$ cat src/rtl/rlerd_pkg.sv
package rlerd_pkg;

  localparam int WORD_W     = 16;
  localparam int RUN_W      = 15;
  localparam int GATE_W     = 11;
  localparam int VAL_W      = 32;
  localparam int SCALE_W    = 32;
  localparam int FRAC_W     = 16;
  localparam int PROD_W     = VAL_W + SCALE_W;
  localparam int CFG_IDX_W  = 3;
  localparam int CFG_DATA_W = 32;

  localparam int MAX_GATE_COUNT_DEF = 1024;

  // Header word that closes a ray
  localparam logic [WORD_W-1:0] END_WORD = 16'h0001;

  localparam logic [VAL_W-1:0] BAD_GATE_Q16 = 32'h8000_0000;
  localparam logic [VAL_W-1:0] POS_SAT_Q16  = 32'h7FFF_FFFF;
  localparam logic [PROD_W-1:0] ROUND_HALF  = PROD_W'(64'h8000);

  // Register reset values
  localparam logic                  RST_COMPRESSED = 1'b1;
  localparam logic signed [WORD_W-1:0] RST_BAD_VALUE = 16'sh8000;
  localparam logic [GATE_W-1:0]     RST_GATE_LIMIT = 11'd1024;
  localparam logic signed [VAL_W-1:0] RST_OFFSET   = '0;
  localparam logic [SCALE_W-1:0]    RST_INV_SCALE  = 32'h0001_0000;

  typedef enum logic {
    PH_HEADER,
    PH_LITERAL
  } phase_t;

  typedef enum logic [CFG_IDX_W-1:0] {
    CFG_COMPRESSED_MODE = 3'd0,
    CFG_BAD_VALUE       = 3'd1,
    CFG_GATE_LIMIT      = 3'd2,
    CFG_OFFSET          = 3'd3,
    CFG_INV_SCALE       = 3'd4
  } cfg_idx_t;

  // Everything a result carries besides the scaled value
  typedef struct packed {
    logic              use_scale;
    logic              fixed_bad;
    logic [GATE_W-1:0] repeat_count;
    logic              end_of_ray;
    logic              overflow_error;
    logic [GATE_W-1:0] gate_count;
  } rlerd_meta_t;

  typedef struct packed {
    logic [VAL_W-1:0]  gate_value;
    logic [GATE_W-1:0] repeat_count;
    logic              is_bad;
    logic              end_of_ray;
    logic              overflow_error;
    logic [GATE_W-1:0] gate_count;
  } rlerd_result_t;

endpackage

$ cat src/rtl/rlerd_in_if.sv
interface rlerd_in_if import rlerd_pkg::*; ();
  logic              valid;
  logic              ready;
  logic [WORD_W-1:0] code_word;

  modport source(output valid, output code_word, input ready);
  modport sink(input valid, input code_word, output ready);
endinterface

$ cat src/rtl/rlerd_out_if.sv
interface rlerd_out_if import rlerd_pkg::*; ();
  logic                    valid;
  logic                    ready;
  logic signed [VAL_W-1:0] gate_value;
  logic [GATE_W-1:0]       repeat_count;
  logic                    is_bad;
  logic                    end_of_ray;
  logic                    overflow_error;
  logic [GATE_W-1:0]       gate_count;

  modport source(output valid, output gate_value, output repeat_count, output is_bad,
                 output end_of_ray, output overflow_error, output gate_count,
                 input ready);
  modport sink(input valid, input gate_value, input repeat_count, input is_bad,
               input end_of_ray, input overflow_error, input gate_count,
               output ready);
endinterface

$ cat src/rtl/rlerd_cfg_if.sv
interface rlerd_cfg_if import rlerd_pkg::*; ();
  logic                  valid;
  logic                  ready;
  logic [CFG_IDX_W-1:0]  index;
  logic [CFG_DATA_W-1:0] data;

  modport source(output valid, output index, output data, input ready);
  modport sink(input valid, input index, input data, output ready);
endinterface

$ cat src/rtl/rlerd_scale_pipe.sv
module rlerd_scale_pipe import rlerd_pkg::*; (
  input  logic                      clk,
  input  logic                      rst_n,
  input  logic                      in_valid,
  output logic                      in_ready,
  input  logic [WORD_W-1:0]         in_word,
  input  rlerd_meta_t               in_meta,
  input  logic signed [WORD_W-1:0]  bad_value,
  input  logic signed [VAL_W-1:0]   offset_q16,
  input  logic [SCALE_W-1:0]        inv_scale_q16,
  output logic                      out_valid,
  input  logic                      out_ready,
  output rlerd_result_t             out_res
);

  // Stage 1: raw word; stage 2: magnitude; stage 3: product; then result register
  logic v1_r, v2_r, v3_r, vo_r;
  logic rdy1, rdy2, rdy3, rdyo;

  logic [WORD_W-1:0] word1_r;
  rlerd_meta_t       meta1_r, meta2_r, meta3_r;
  logic [VAL_W-1:0]  mag2_r, mag2_nxt;
  logic              neg2_r, neg2_nxt, neg3_r;
  logic              bad2_r, bad2_nxt, bad3_r;
  logic [PROD_W-1:0] prod3_r, prod3_nxt;
  rlerd_result_t     res_r, res_nxt;

  logic signed [VAL_W:0] word_ext, off_ext, diff_pos, diff_neg;
  logic [PROD_W-1:0]       rounded;
  logic [PROD_W-FRAC_W-1:0] mag_q16;
  logic [VAL_W-1:0]        scaled;

  assign rdyo     = !vo_r || out_ready;
  assign rdy3     = !v3_r || rdyo;
  assign rdy2     = !v2_r || rdy3;
  assign rdy1     = !v1_r || rdy2;
  assign in_ready = rdy1;

  // Offset subtract; both directions in parallel, pick by sign
  always_comb begin
    word_ext = {{(VAL_W+1-WORD_W-FRAC_W){word1_r[WORD_W-1]}}, word1_r, {FRAC_W{1'b0}}};
    off_ext  = {offset_q16[VAL_W-1], offset_q16};
    diff_pos = word_ext - off_ext;
    diff_neg = off_ext - word_ext;
    neg2_nxt = diff_pos[VAL_W];
    mag2_nxt = neg2_nxt ? diff_neg[VAL_W-1:0] : diff_pos[VAL_W-1:0];
    bad2_nxt = ($signed(word1_r) == bad_value);
  end

  assign prod3_nxt = PROD_W'(mag2_r) * PROD_W'(inv_scale_q16);

  // Round magnitude to nearest, ties away from zero, then saturate
  always_comb begin
    rounded = prod3_r + ROUND_HALF;
    mag_q16 = rounded[PROD_W-1:FRAC_W];
    if (neg3_r) begin
      if (mag_q16 >= (PROD_W-FRAC_W)'(BAD_GATE_Q16)) begin
        scaled = BAD_GATE_Q16;
      end else begin
        scaled = '0 - mag_q16[VAL_W-1:0];
      end
    end else if (mag_q16 > (PROD_W-FRAC_W)'(POS_SAT_Q16)) begin
      scaled = POS_SAT_Q16;
    end else begin
      scaled = mag_q16[VAL_W-1:0];
    end
  end

  always_comb begin
    res_nxt.repeat_count   = meta3_r.repeat_count;
    res_nxt.end_of_ray     = meta3_r.end_of_ray;
    res_nxt.overflow_error = meta3_r.overflow_error;
    res_nxt.gate_count     = meta3_r.gate_count;
    if (meta3_r.use_scale) begin
      res_nxt.is_bad     = bad3_r;
      res_nxt.gate_value = bad3_r ? BAD_GATE_Q16 : scaled;
    end else begin
      res_nxt.is_bad     = meta3_r.fixed_bad;
      res_nxt.gate_value = meta3_r.fixed_bad ? BAD_GATE_Q16 : '0;
    end
  end

  always_ff @(posedge clk) begin
    if (!rst_n) begin
      v1_r <= 1'b0;
      v2_r <= 1'b0;
      v3_r <= 1'b0;
      vo_r <= 1'b0;
    end else begin
      if (rdy1) v1_r <= in_valid;
      if (rdy2) v2_r <= v1_r;
      if (rdy3) v3_r <= v2_r;
      if (rdyo) vo_r <= v3_r;
    end
  end

  always_ff @(posedge clk) begin
    if (rdy1) begin
      word1_r <= in_word;
      meta1_r <= in_meta;
    end
    if (rdy2) begin
      mag2_r  <= mag2_nxt;
      neg2_r  <= neg2_nxt;
      bad2_r  <= bad2_nxt;
      meta2_r <= meta1_r;
    end
    if (rdy3) begin
      prod3_r <= prod3_nxt;
      neg3_r  <= neg2_r;
      bad3_r  <= bad2_r;
      meta3_r <= meta2_r;
    end
    if (rdyo) begin
      res_r <= res_nxt;
    end
  end

  assign out_valid = vo_r;
  assign out_res   = res_r;

endmodule

$ cat src/rtl/hrd16_rle_ray_decoder_unit.sv
// Run-length ray decoder with fixed-point gate scaling.
//
// in_ch carries one 16-bit word of a ray record per beat: headers and literal
// gate words in compressed mode, plain gate words otherwise. out_ch carries at
// most one result beat per input beat: a literal gate, a run of bad gates, an
// end-of-ray marker or an overflow marker, in input order. cfg_ch writes the
// five setup registers; it is always ready and must only be used while the
// decoder is drained.
//
// Header decode and the ray tally update in the cycle a word is taken. The
// gate value then passes offset subtract, a 32x32 multiply and round/saturate,
// through the raw word, magnitude, product and result registers to out_ch.
// One input beat is taken every cycle unless out_ch back-pressure drops in_ch
// ready; a header that starts a literal group or has a zero count gives no result.
//
// Reset restores the register defaults, empties the pipeline and returns the
// decoder to waiting for a header with a zero tally. When out_ch stalls the
// result register holds; the stages behind it keep filling, and in_ch ready
// drops only once all four stages hold a result.
module hrd16_rle_ray_decoder_unit import rlerd_pkg::*; #(
  parameter int MAX_GATE_COUNT = MAX_GATE_COUNT_DEF
) (
  input  logic        clk,
  input  logic        rst_n,
  rlerd_in_if.sink    in_ch,
  rlerd_out_if.source out_ch,
  rlerd_cfg_if.sink   cfg_ch
);

  // The limit register is GATE_W wide, so the cap never needs more
  localparam int unsigned LIM_MAX = (1 << GATE_W) - 1;
  localparam int unsigned LIM_CAP = (MAX_GATE_COUNT > LIM_MAX) ? LIM_MAX : MAX_GATE_COUNT;

  // Setup registers
  logic                       cfg_compressed_r;
  logic signed [WORD_W-1:0]   cfg_bad_value_r;
  logic [GATE_W-1:0]          cfg_gate_limit_r;
  logic signed [VAL_W-1:0]    cfg_offset_r;
  logic [SCALE_W-1:0]         cfg_inv_scale_r;

  // Ray state
  phase_t            phase_r, phase_nxt;
  logic [RUN_W-1:0]  lit_left_r, lit_left_nxt;
  logic [GATE_W-1:0] tally_r, tally_nxt;

  logic              accept;
  logic              pipe_ready;
  logic              emit;
  rlerd_meta_t       meta;
  rlerd_result_t     pipe_res;

  logic [GATE_W-1:0] eff_lim;
  logic [GATE_W:0]   tally_inc;
  logic              inc_end;
  logic [RUN_W-1:0]  run_n;
  logic [RUN_W:0]    run_sum;
  logic              over_run;
  logic              is_end_word;
  logic              is_literal_hdr;
  logic [RUN_W-1:0]  lit_dec;
  logic [RUN_W-1:0]  tally_ext;
  logic [GATE_W-1:0] lit_gc;

  // Configuration: always ready, drop writes beyond the register list
  assign cfg_ch.ready = 1'b1;

  always_ff @(posedge clk) begin
    if (!rst_n) begin
      cfg_compressed_r <= RST_COMPRESSED;
      cfg_bad_value_r  <= RST_BAD_VALUE;
      cfg_gate_limit_r <= RST_GATE_LIMIT;
      cfg_offset_r     <= RST_OFFSET;
      cfg_inv_scale_r  <= RST_INV_SCALE;
    end else if (cfg_ch.valid) begin
      case (cfg_idx_t'(cfg_ch.index))
        CFG_COMPRESSED_MODE: cfg_compressed_r <= cfg_ch.data[0];
        CFG_BAD_VALUE:       cfg_bad_value_r  <= cfg_ch.data[WORD_W-1:0];
        CFG_GATE_LIMIT:      cfg_gate_limit_r <= cfg_ch.data[GATE_W-1:0];
        CFG_OFFSET:          cfg_offset_r     <= cfg_ch.data[VAL_W-1:0];
        CFG_INV_SCALE:       cfg_inv_scale_r  <= cfg_ch.data[SCALE_W-1:0];
        default: ;
      endcase
    end
  end

  assign in_ch.ready = pipe_ready;
  assign accept      = in_ch.valid && pipe_ready;

  // Shared decode terms
  assign eff_lim = (cfg_gate_limit_r > GATE_W'(LIM_CAP)) ? GATE_W'(LIM_CAP)
                                                         : cfg_gate_limit_r;
  assign tally_inc      = {1'b0, tally_r} + (GATE_W+1)'(1);
  assign inc_end        = tally_inc >= {1'b0, eff_lim};
  assign run_n          = in_ch.code_word[RUN_W-1:0];
  assign run_sum        = {1'b0, run_n} + (RUN_W+1)'(tally_r);
  assign over_run       = run_sum > (RUN_W+1)'(eff_lim);
  assign is_end_word    = in_ch.code_word == END_WORD;
  assign is_literal_hdr = in_ch.code_word[WORD_W-1];
  assign lit_dec        = (lit_left_r != '0) ? lit_left_r - RUN_W'(1) : '0;
  assign tally_ext      = RUN_W'(tally_r);
  // Gates of the ray up to this literal: tally minus what is still to come
  assign lit_gc         = (tally_ext >= lit_dec) ? GATE_W'(tally_ext - lit_dec) : '0;

  // Next ray state
  always_comb begin
    phase_nxt    = phase_r;
    lit_left_nxt = lit_left_r;
    tally_nxt    = tally_r;
    if (accept) begin
      if (!cfg_compressed_r) begin
        phase_nxt    = PH_HEADER;
        lit_left_nxt = '0;
        tally_nxt    = inc_end ? '0 : tally_inc[GATE_W-1:0];
      end else begin
        case (phase_r)
          PH_LITERAL: begin
            lit_left_nxt = lit_dec;
            phase_nxt    = (lit_dec != '0) ? PH_LITERAL : PH_HEADER;
          end
          PH_HEADER: begin
            if (is_end_word || over_run) begin
              tally_nxt    = '0;
              lit_left_nxt = '0;
            end else if (run_n != '0) begin
              tally_nxt = run_sum[GATE_W-1:0];
              if (is_literal_hdr) begin
                phase_nxt    = PH_LITERAL;
                lit_left_nxt = run_n;
              end
            end
          end
          default: phase_nxt = PH_HEADER;
        endcase
      end
    end
  end

  // Result selection for the accepted word
  always_comb begin
    emit = 1'b0;
    meta = '0;
    if (!cfg_compressed_r) begin
      emit              = 1'b1;
      meta.use_scale    = 1'b1;
      meta.repeat_count = GATE_W'(1);
      meta.end_of_ray   = inc_end;
      meta.gate_count   = tally_inc[GATE_W-1:0];
    end else begin
      case (phase_r)
        PH_LITERAL: begin
          emit              = 1'b1;
          meta.use_scale    = 1'b1;
          meta.repeat_count = GATE_W'(1);
          meta.gate_count   = lit_gc;
        end
        PH_HEADER: begin
          if (is_end_word) begin
            emit            = 1'b1;
            meta.end_of_ray = 1'b1;
            meta.gate_count = tally_r;
          end else if (over_run) begin
            emit                = 1'b1;
            meta.end_of_ray     = 1'b1;
            meta.overflow_error = 1'b1;
            meta.gate_count     = tally_r;
          end else if (run_n != '0 && !is_literal_hdr) begin
            // Run of missing gates: one beat stands for the whole run
            emit              = 1'b1;
            meta.fixed_bad    = 1'b1;
            meta.repeat_count = run_n[GATE_W-1:0];
            meta.gate_count   = run_sum[GATE_W-1:0];
          end
        end
        default: emit = 1'b0;
      endcase
    end
  end

  always_ff @(posedge clk) begin
    if (!rst_n) begin
      phase_r    <= PH_HEADER;
      lit_left_r <= '0;
      tally_r    <= '0;
    end else begin
      phase_r    <= phase_nxt;
      lit_left_r <= lit_left_nxt;
      tally_r    <= tally_nxt;
    end
  end

  rlerd_scale_pipe u_scale (
    .clk           (clk),
    .rst_n         (rst_n),
    .in_valid      (accept && emit),
    .in_ready      (pipe_ready),
    .in_word       (in_ch.code_word),
    .in_meta       (meta),
    .bad_value     (cfg_bad_value_r),
    .offset_q16    (cfg_offset_r),
    .inv_scale_q16 (cfg_inv_scale_r),
    .out_valid     (out_ch.valid),
    .out_ready     (out_ch.ready),
    .out_res       (pipe_res)
  );

  assign out_ch.gate_value     = pipe_res.gate_value;
  assign out_ch.repeat_count   = pipe_res.repeat_count;
  assign out_ch.is_bad         = pipe_res.is_bad;
  assign out_ch.end_of_ray     = pipe_res.end_of_ray;
  assign out_ch.overflow_error = pipe_res.overflow_error;
  assign out_ch.gate_count     = pipe_res.gate_count;

endmodule
$ cat src/flat_wrapper.sv
// flat-port wrapper written by rule: the top's interface ports become plain ports
module hrd16_rle_ray_decoder_unit_flat import rlerd_pkg::*;
#(
  parameter int MAX_GATE_COUNT = MAX_GATE_COUNT_DEF
)
  (clk, rst_n, in_ch_valid, in_ch_code_word, in_ch_ready, out_ch_valid, out_ch_gate_value, out_ch_repeat_count, out_ch_is_bad, out_ch_end_of_ray, out_ch_overflow_error, out_ch_gate_count, out_ch_ready, cfg_ch_valid, cfg_ch_index, cfg_ch_data, cfg_ch_ready);
  rlerd_in_if in_ch_i ();
  rlerd_out_if out_ch_i ();
  rlerd_cfg_if cfg_ch_i ();
  input  logic clk;
  input  logic rst_n;
  input wire logic [$bits(in_ch_i.valid)-1:0] in_ch_valid;
  input wire logic [$bits(in_ch_i.code_word)-1:0] in_ch_code_word;
  output wire logic [$bits(in_ch_i.ready)-1:0] in_ch_ready;
  output wire logic [$bits(out_ch_i.valid)-1:0] out_ch_valid;
  output wire logic [$bits(out_ch_i.gate_value)-1:0] out_ch_gate_value;
  output wire logic [$bits(out_ch_i.repeat_count)-1:0] out_ch_repeat_count;
  output wire logic [$bits(out_ch_i.is_bad)-1:0] out_ch_is_bad;
  output wire logic [$bits(out_ch_i.end_of_ray)-1:0] out_ch_end_of_ray;
  output wire logic [$bits(out_ch_i.overflow_error)-1:0] out_ch_overflow_error;
  output wire logic [$bits(out_ch_i.gate_count)-1:0] out_ch_gate_count;
  input wire logic [$bits(out_ch_i.ready)-1:0] out_ch_ready;
  input wire logic [$bits(cfg_ch_i.valid)-1:0] cfg_ch_valid;
  input wire logic [$bits(cfg_ch_i.index)-1:0] cfg_ch_index;
  input wire logic [$bits(cfg_ch_i.data)-1:0] cfg_ch_data;
  output wire logic [$bits(cfg_ch_i.ready)-1:0] cfg_ch_ready;
  assign in_ch_i.valid = in_ch_valid;
  assign in_ch_i.code_word = in_ch_code_word;
  assign in_ch_ready = in_ch_i.ready;
  assign out_ch_valid = out_ch_i.valid;
  assign out_ch_gate_value = out_ch_i.gate_value;
  assign out_ch_repeat_count = out_ch_i.repeat_count;
  assign out_ch_is_bad = out_ch_i.is_bad;
  assign out_ch_end_of_ray = out_ch_i.end_of_ray;
  assign out_ch_overflow_error = out_ch_i.overflow_error;
  assign out_ch_gate_count = out_ch_i.gate_count;
  assign out_ch_i.ready = out_ch_ready;
  assign cfg_ch_i.valid = cfg_ch_valid;
  assign cfg_ch_i.index = cfg_ch_index;
  assign cfg_ch_i.data = cfg_ch_data;
  assign cfg_ch_ready = cfg_ch_i.ready;
  hrd16_rle_ray_decoder_unit #(.MAX_GATE_COUNT(MAX_GATE_COUNT)) u_core (.clk(clk), .rst_n(rst_n), .in_ch(in_ch_i), .out_ch(out_ch_i), .cfg_ch(cfg_ch_i));
endmodule
$ cat config.mk
export PLATFORM = sky130hd
export DESIGN_NAME = hrd16_rle_ray_decoder_unit_flat
export DESIGN_NICKNAME = d
export VERILOG_FILES = /design/src/rtl/rlerd_pkg.sv /design/src/rtl/rlerd_in_if.sv /design/src/rtl/rlerd_out_if.sv /design/src/rtl/rlerd_cfg_if.sv /design/src/rtl/rlerd_scale_pipe.sv /design/src/rtl/hrd16_rle_ray_decoder_unit.sv /design/src/flat_wrapper.sv
export SDC_FILE = /design/constraint.sdc
export NUM_CORES = 2
export LEC_CHECK = 0
export BUFFER_PORTS_ARGS = -buffer_cell sky130_fd_sc_hd__buf_2
export CAP_MARGIN = 5
export CORE_MARGIN = 2
export CORE_UTILIZATION = 49
export DETAILED_ROUTE_END_ITERATION = 8
export GPL_ROUTABILITY_DRIVEN = 0
export PLACE_DENSITY = 0.67
export SLEW_MARGIN = 20
export SYNTH_ARGS = -nofsm -noshare
export SYNTH_HDL_FRONTEND = slang
export SYNTH_SLANG_ARGS = --single-unit
export TNS_END_PERCENT = 100
$ cat constraint.sdc
create_clock -name clk -period 7.5 [get_ports clk]
set_input_delay 0.375 -clock clk [delete_from_list [all_inputs] [get_ports clk]]
set_output_delay 0.375 -clock clk [all_outputs]
set_load 0.05 [all_outputs]
==> results.py <==
metrics = {
    "route": {
        "drc_errors": 0,
        "avgViaCountPerCell": 5.35,
        "drt.antenna.violating_nets": 0,
        "wl_per_cell_um": 19.0,
        "wirelength_um": 135000,
        "dr.pass1.iters": 5,
        "drt_iter0_markers": 2863,
        "vias": 38200,
    },
    "synth": {
        "yosysSeqAreaShare_pct": 18.7,
        "synth_area_leaders": "fa_1, edfxtp_1, ha_1",
        "syn_area_um2": 51200,
        "synth_top_area_share_pct": 35.1,
        "synth_flop_cell": "edfxtp_1",
        "synth_cell_types": 82,
        "syn_area_per_cell_um2": 9.41,
        "syn_nets": 6733,
        "ys_seq_elements": 359,
        "syn_inst": 5439,
        "ys_warn_count": 0,
        "synth_enable_flop_cells": 236,
        "async_reset_ff_share_pct": 0,
        "synth.largest_area_cell": "fa_1",
    },
    "clock_network": {
        "clkLatencyLatePin_ps": 610,
        "h-tree-depth": 2,
        "clk_pin_slew_worst_paths_ps": 60,
        "clockBufferDepth": 3,
        "clock-sinks": 359,
        "cts_buffers": 42,
        "cts_tree": "done",
        "cts_root_buf": "clkbuf_16",
    },
    "timing": {
        "fmax_mhz": 130,
        "setup_slack_ps": -216,
        "slew_violations": 0,
        "rsz0062_at_grt": "yes",
        "fin_worst_skew_ps": 35.4,
        "hold_viol": 0,
        "hold-worst-slack_ps": 32.7,
        "finalCritPeriodShare_pct": 103,
        "tightestPinTransition_ps": 1090,
        "setup_viol": 17,
        "maxSlewHeadroom_pct": 27.5,
        "layout_min_cycle_time_ps": 7720,
    },
    "power": {
        "design_power_total_uw": 8730,
        "combPwrFrac_pct": 45.5,
        "power_frac_clock_pct": 24.8,
        "p_seq_share_pct": 29.7,
        "powerDensity_nw_per_um2": 150,
        "intPower_uw": 5330,
        "sw_frac_of_total_pct": 38.9,
        "vdd_drop_max_v": 0.000197,
        "p_leak_uw": 0.0280,
        "p_switching_uw": 3400,
    },
    "final_layout": {
        "fill_cells": 8996,
        "syn_to_final_growth_pct": 14.1,
        "multi_input_area_um2": 37500,
        "nets": 7029,
        "ff_latch_area_um2": 9560,
        "final_core_util_pct": 56.4,
        "n_antenna_cell": 0,
        "layout-drive-gt1-share_pct": 13.1,
    },
    "critical_path": {
        "cp_num_buf_inv": 8,
        "critPathMaxStageDelay_ps": 620,
        "critical_path.top_delay_family": "adder cells",
        "worstPathRequired_ps": 7840,
        "start_kind": "register",
        "cp_slowest_cell": "fa_1",
        "crit_top_cell": "fa_1",
        "worstPathArrival_ps": 8050,
        "worstSetupPathType": "register to register",
        "endpoint_kind": "register",
        "critPathMaxFanout": 5,
    },
    "outcome": {
        "status": "finished with violations",
        "violations": "setup timing",
    },
    "global_routing": {
        "grt_max_degree": 78,
        "grt_pass1_vias": 39400,
        "grt_overflow": 0,
        "grtUsageTotal_pct": 25.6,
        "antenna_found_initial": 2,
        "grt_pass1_wl_um": 216000,
    },
    "floorplanning": {
        "ios": 116,
        "die_x_um": 327,
        "die-area_um2": 107000,
        "core_um2": 103000,
        "start_util_pct": 49.4,
        "die_h_um": 327,
        "placementRows": 118,
    },
    "placement": {
        "dp_hpwl_um": 112000,
        "portBuffers": 114,
    },
    "run": {
        "cap_violations": 0,
    },
    "min_path": {
        "hold_class": "input pin to register",
    },
}
-- registers in the layout, summed over array words and instances (netlist names), 11 cells and up --
| name | count |
|---|---|
| u_core.u_scale.meta2_r | 26 |
| u_core.cfg_inv_scale_r | 32 |
| u_core.lit_left_r | 15 |
| u_core.u_scale.out_res | 57 |
| u_core.u_scale.meta3_r | 26 |
| u_core.u_scale.meta1_r | 26 |
| u_core.cfg_offset_r | 32 |
| u_core.tally_r | 11 |
| u_core.cfg_bad_value_r | 16 |
| u_core.u_scale.prod3_r | 49 |
| u_core.cfg_gate_limit_r | 11 |
| u_core.u_scale.mag2_r | 32 |
| u_core.u_scale.word1_r | 16 |
-- synth_stat cells, drive strengths merged (5+ instances only) --
| cell type | count |
|---|---|
| inv | 996 |
| fa | 898 |
| nand2 | 740 |
| and2 | 622 |
| ha | 340 |
| clkbuf | 266 |
| edfxtp | 236 |
| a21oi | 180 |
| nor2 | 124 |
| dfxtp | 123 |
| xnor2 | 100 |
| a21boi | 97 |
| o21ai | 89 |
| nand3 | 71 |
| a21o | 65 |
| xor2 | 57 |
| nor3 | 39 |
| nand4 | 34 |
| nor2b | 24 |
| and3 | 23 |
| mux2i | 20 |
| o21bai | 20 |
| buf | 19 |
| a31oi | 18 |
| a211oi | 17 |
| nor4 | 17 |
| nand2b | 16 |
| o21a | 16 |
| o22ai | 16 |
| o31ai | 15 |
| and4 | 11 |
| a221o | 10 |
| o211ai | 10 |
| or4 | 9 |
| or3 | 8 |
| a2111oi | 6 |
| a221oi | 6 |
| nand3b | 6 |
| o211a | 6 |
| o41ai | 6 |
| a211o | 5 |
| a41oi | 5 |
| nor3b | 5 |
| o32ai | 5 |
| or2 | 5 |
-- path summary, 6_finish.rpt --
kind,from,end,slack [ps],depth (start not counted)
setup / recovery,u_core.u_scale.mag2_r[20],u_core.u_scale.prod3_r[62],-220,28
hold / removal,cfg_ch_data[23],u_core.cfg_inv_scale_r[23],30,3
setup reg to reg,u_core.u_scale.mag2_r[20],u_core.u_scale.prod3_r[62],-220,28
hold reg to reg,u_core.u_scale.meta1_r[25],u_core.u_scale.meta2_r[25],410,0
-- cell usage in the layout, fill, tap and decap left out, drive strengths merged, types with 10 or more instances in the layout --
cell type / instances
a211oi: 17
ha: 340
clkbuf: 58
o21bai: 20
a21o: 65
nor2b: 24
dfxtp: 123
nand2b: 16
and2: 622
o22ai: 16
nor4: 17
a221o: 10
fa: 898
edfxtp: 236
and4: 11
mux2i: 20
nand4: 34
o31ai: 15
o21a: 16
nor2: 124
nor3: 39
inv: 1000
o21ai: 89
nand3: 71
o211ai: 10
a21oi: 180
and3: 23
a31oi: 18
buf: 533
xnor2: 100
a21boi: 97
nand2: 740
xor2: 57
-- cell families after synthesis --
logic type / after synthesis / share of synthesized area (%)
other cells: 1 / 0.00733
fa+ha+maj: 1239 / 43.5
flops: 359 / 18.7
mux: 23 / 0.457
compound gates: 619 / 7.97
simple gates: 1760 / 17.3
xor+xnor: 157 / 2.69
buf+inv: 1281 / 9.49
-- area by class of cell --
cell class,instances,share of cell area (%)
sequential,359,16.4
clock inverter,18,0.377
multi-input combinational,3799,64.1
tap,1380,2.96
timing repair buffer,537,7.61
clock buffer,58,2.14
inverter,996,6.40
-- repair_timing --
action,CTS,global route
setup endpoints to repair,32,38
gates resized for setup,107,81
pin swaps,66,109
cloned,0,2
setup buffers,10,18
hold buffers,4,0
endpoints found under the hold margin,6,0
-- power by group through the flow --
stage          registers (uW)  logic [uW]  clock network, uW
2_1_floorplan            2690        2280                  0
3_3_place_gp             2620        3670                  0
3_5_place_dp             2630        3740                  0
4_1_cts                  2590        3860               2220
5_1_grt                  2620        4410               2290
6_report                 2590        3980               2160
-- per-stage QoR --
step                area (um^2)  setup slack (ps)  instances  setup TNS (ps)
floorplan                 51200              19.0       5439               0
global placement          55900              -380       7038           -4690
detailed placement        55900              -506       7038           -6540
CTS                       57900              -163       7127           -1220
global route              58400              -472       7147           -7680
finish                    58400              -216       7147           -2100
-- per-layer routing --
| metal | up-vias | wire (um) | part of all wire (%) | global-route usage, % |
|---|---|---|---|---|
| met5 | - | 18 | 0.013 | 0 |
| met4 | 2 | 3170 | 2.3 | 6.04 |
| met3 | 185 | 11400 | 8.4 | 5.49 |
| met2 | 1330 | 62600 | 46 | 41.4 |
| met1 | 19200 | 58200 | 43 | 35.3 |
| li1 | 17500 | - | - | - |
-- worst reg2reg max path: cells and delay by family, from the launching register on --
| family | cells | cell delay [ps] |
|---|---|---|
| and+or+nand+nor | 4 | 610 |
| xor gates and xnor gates | 1 | 110 |
| DFF | 1 | 390 |
| AOI/OAI and AO/OA | 6 | 960 |
| buffers and inverters | 8 | 820 |
| adders and majority gates | 9 | 4570 |
Power figures use the tool's default switching activity.
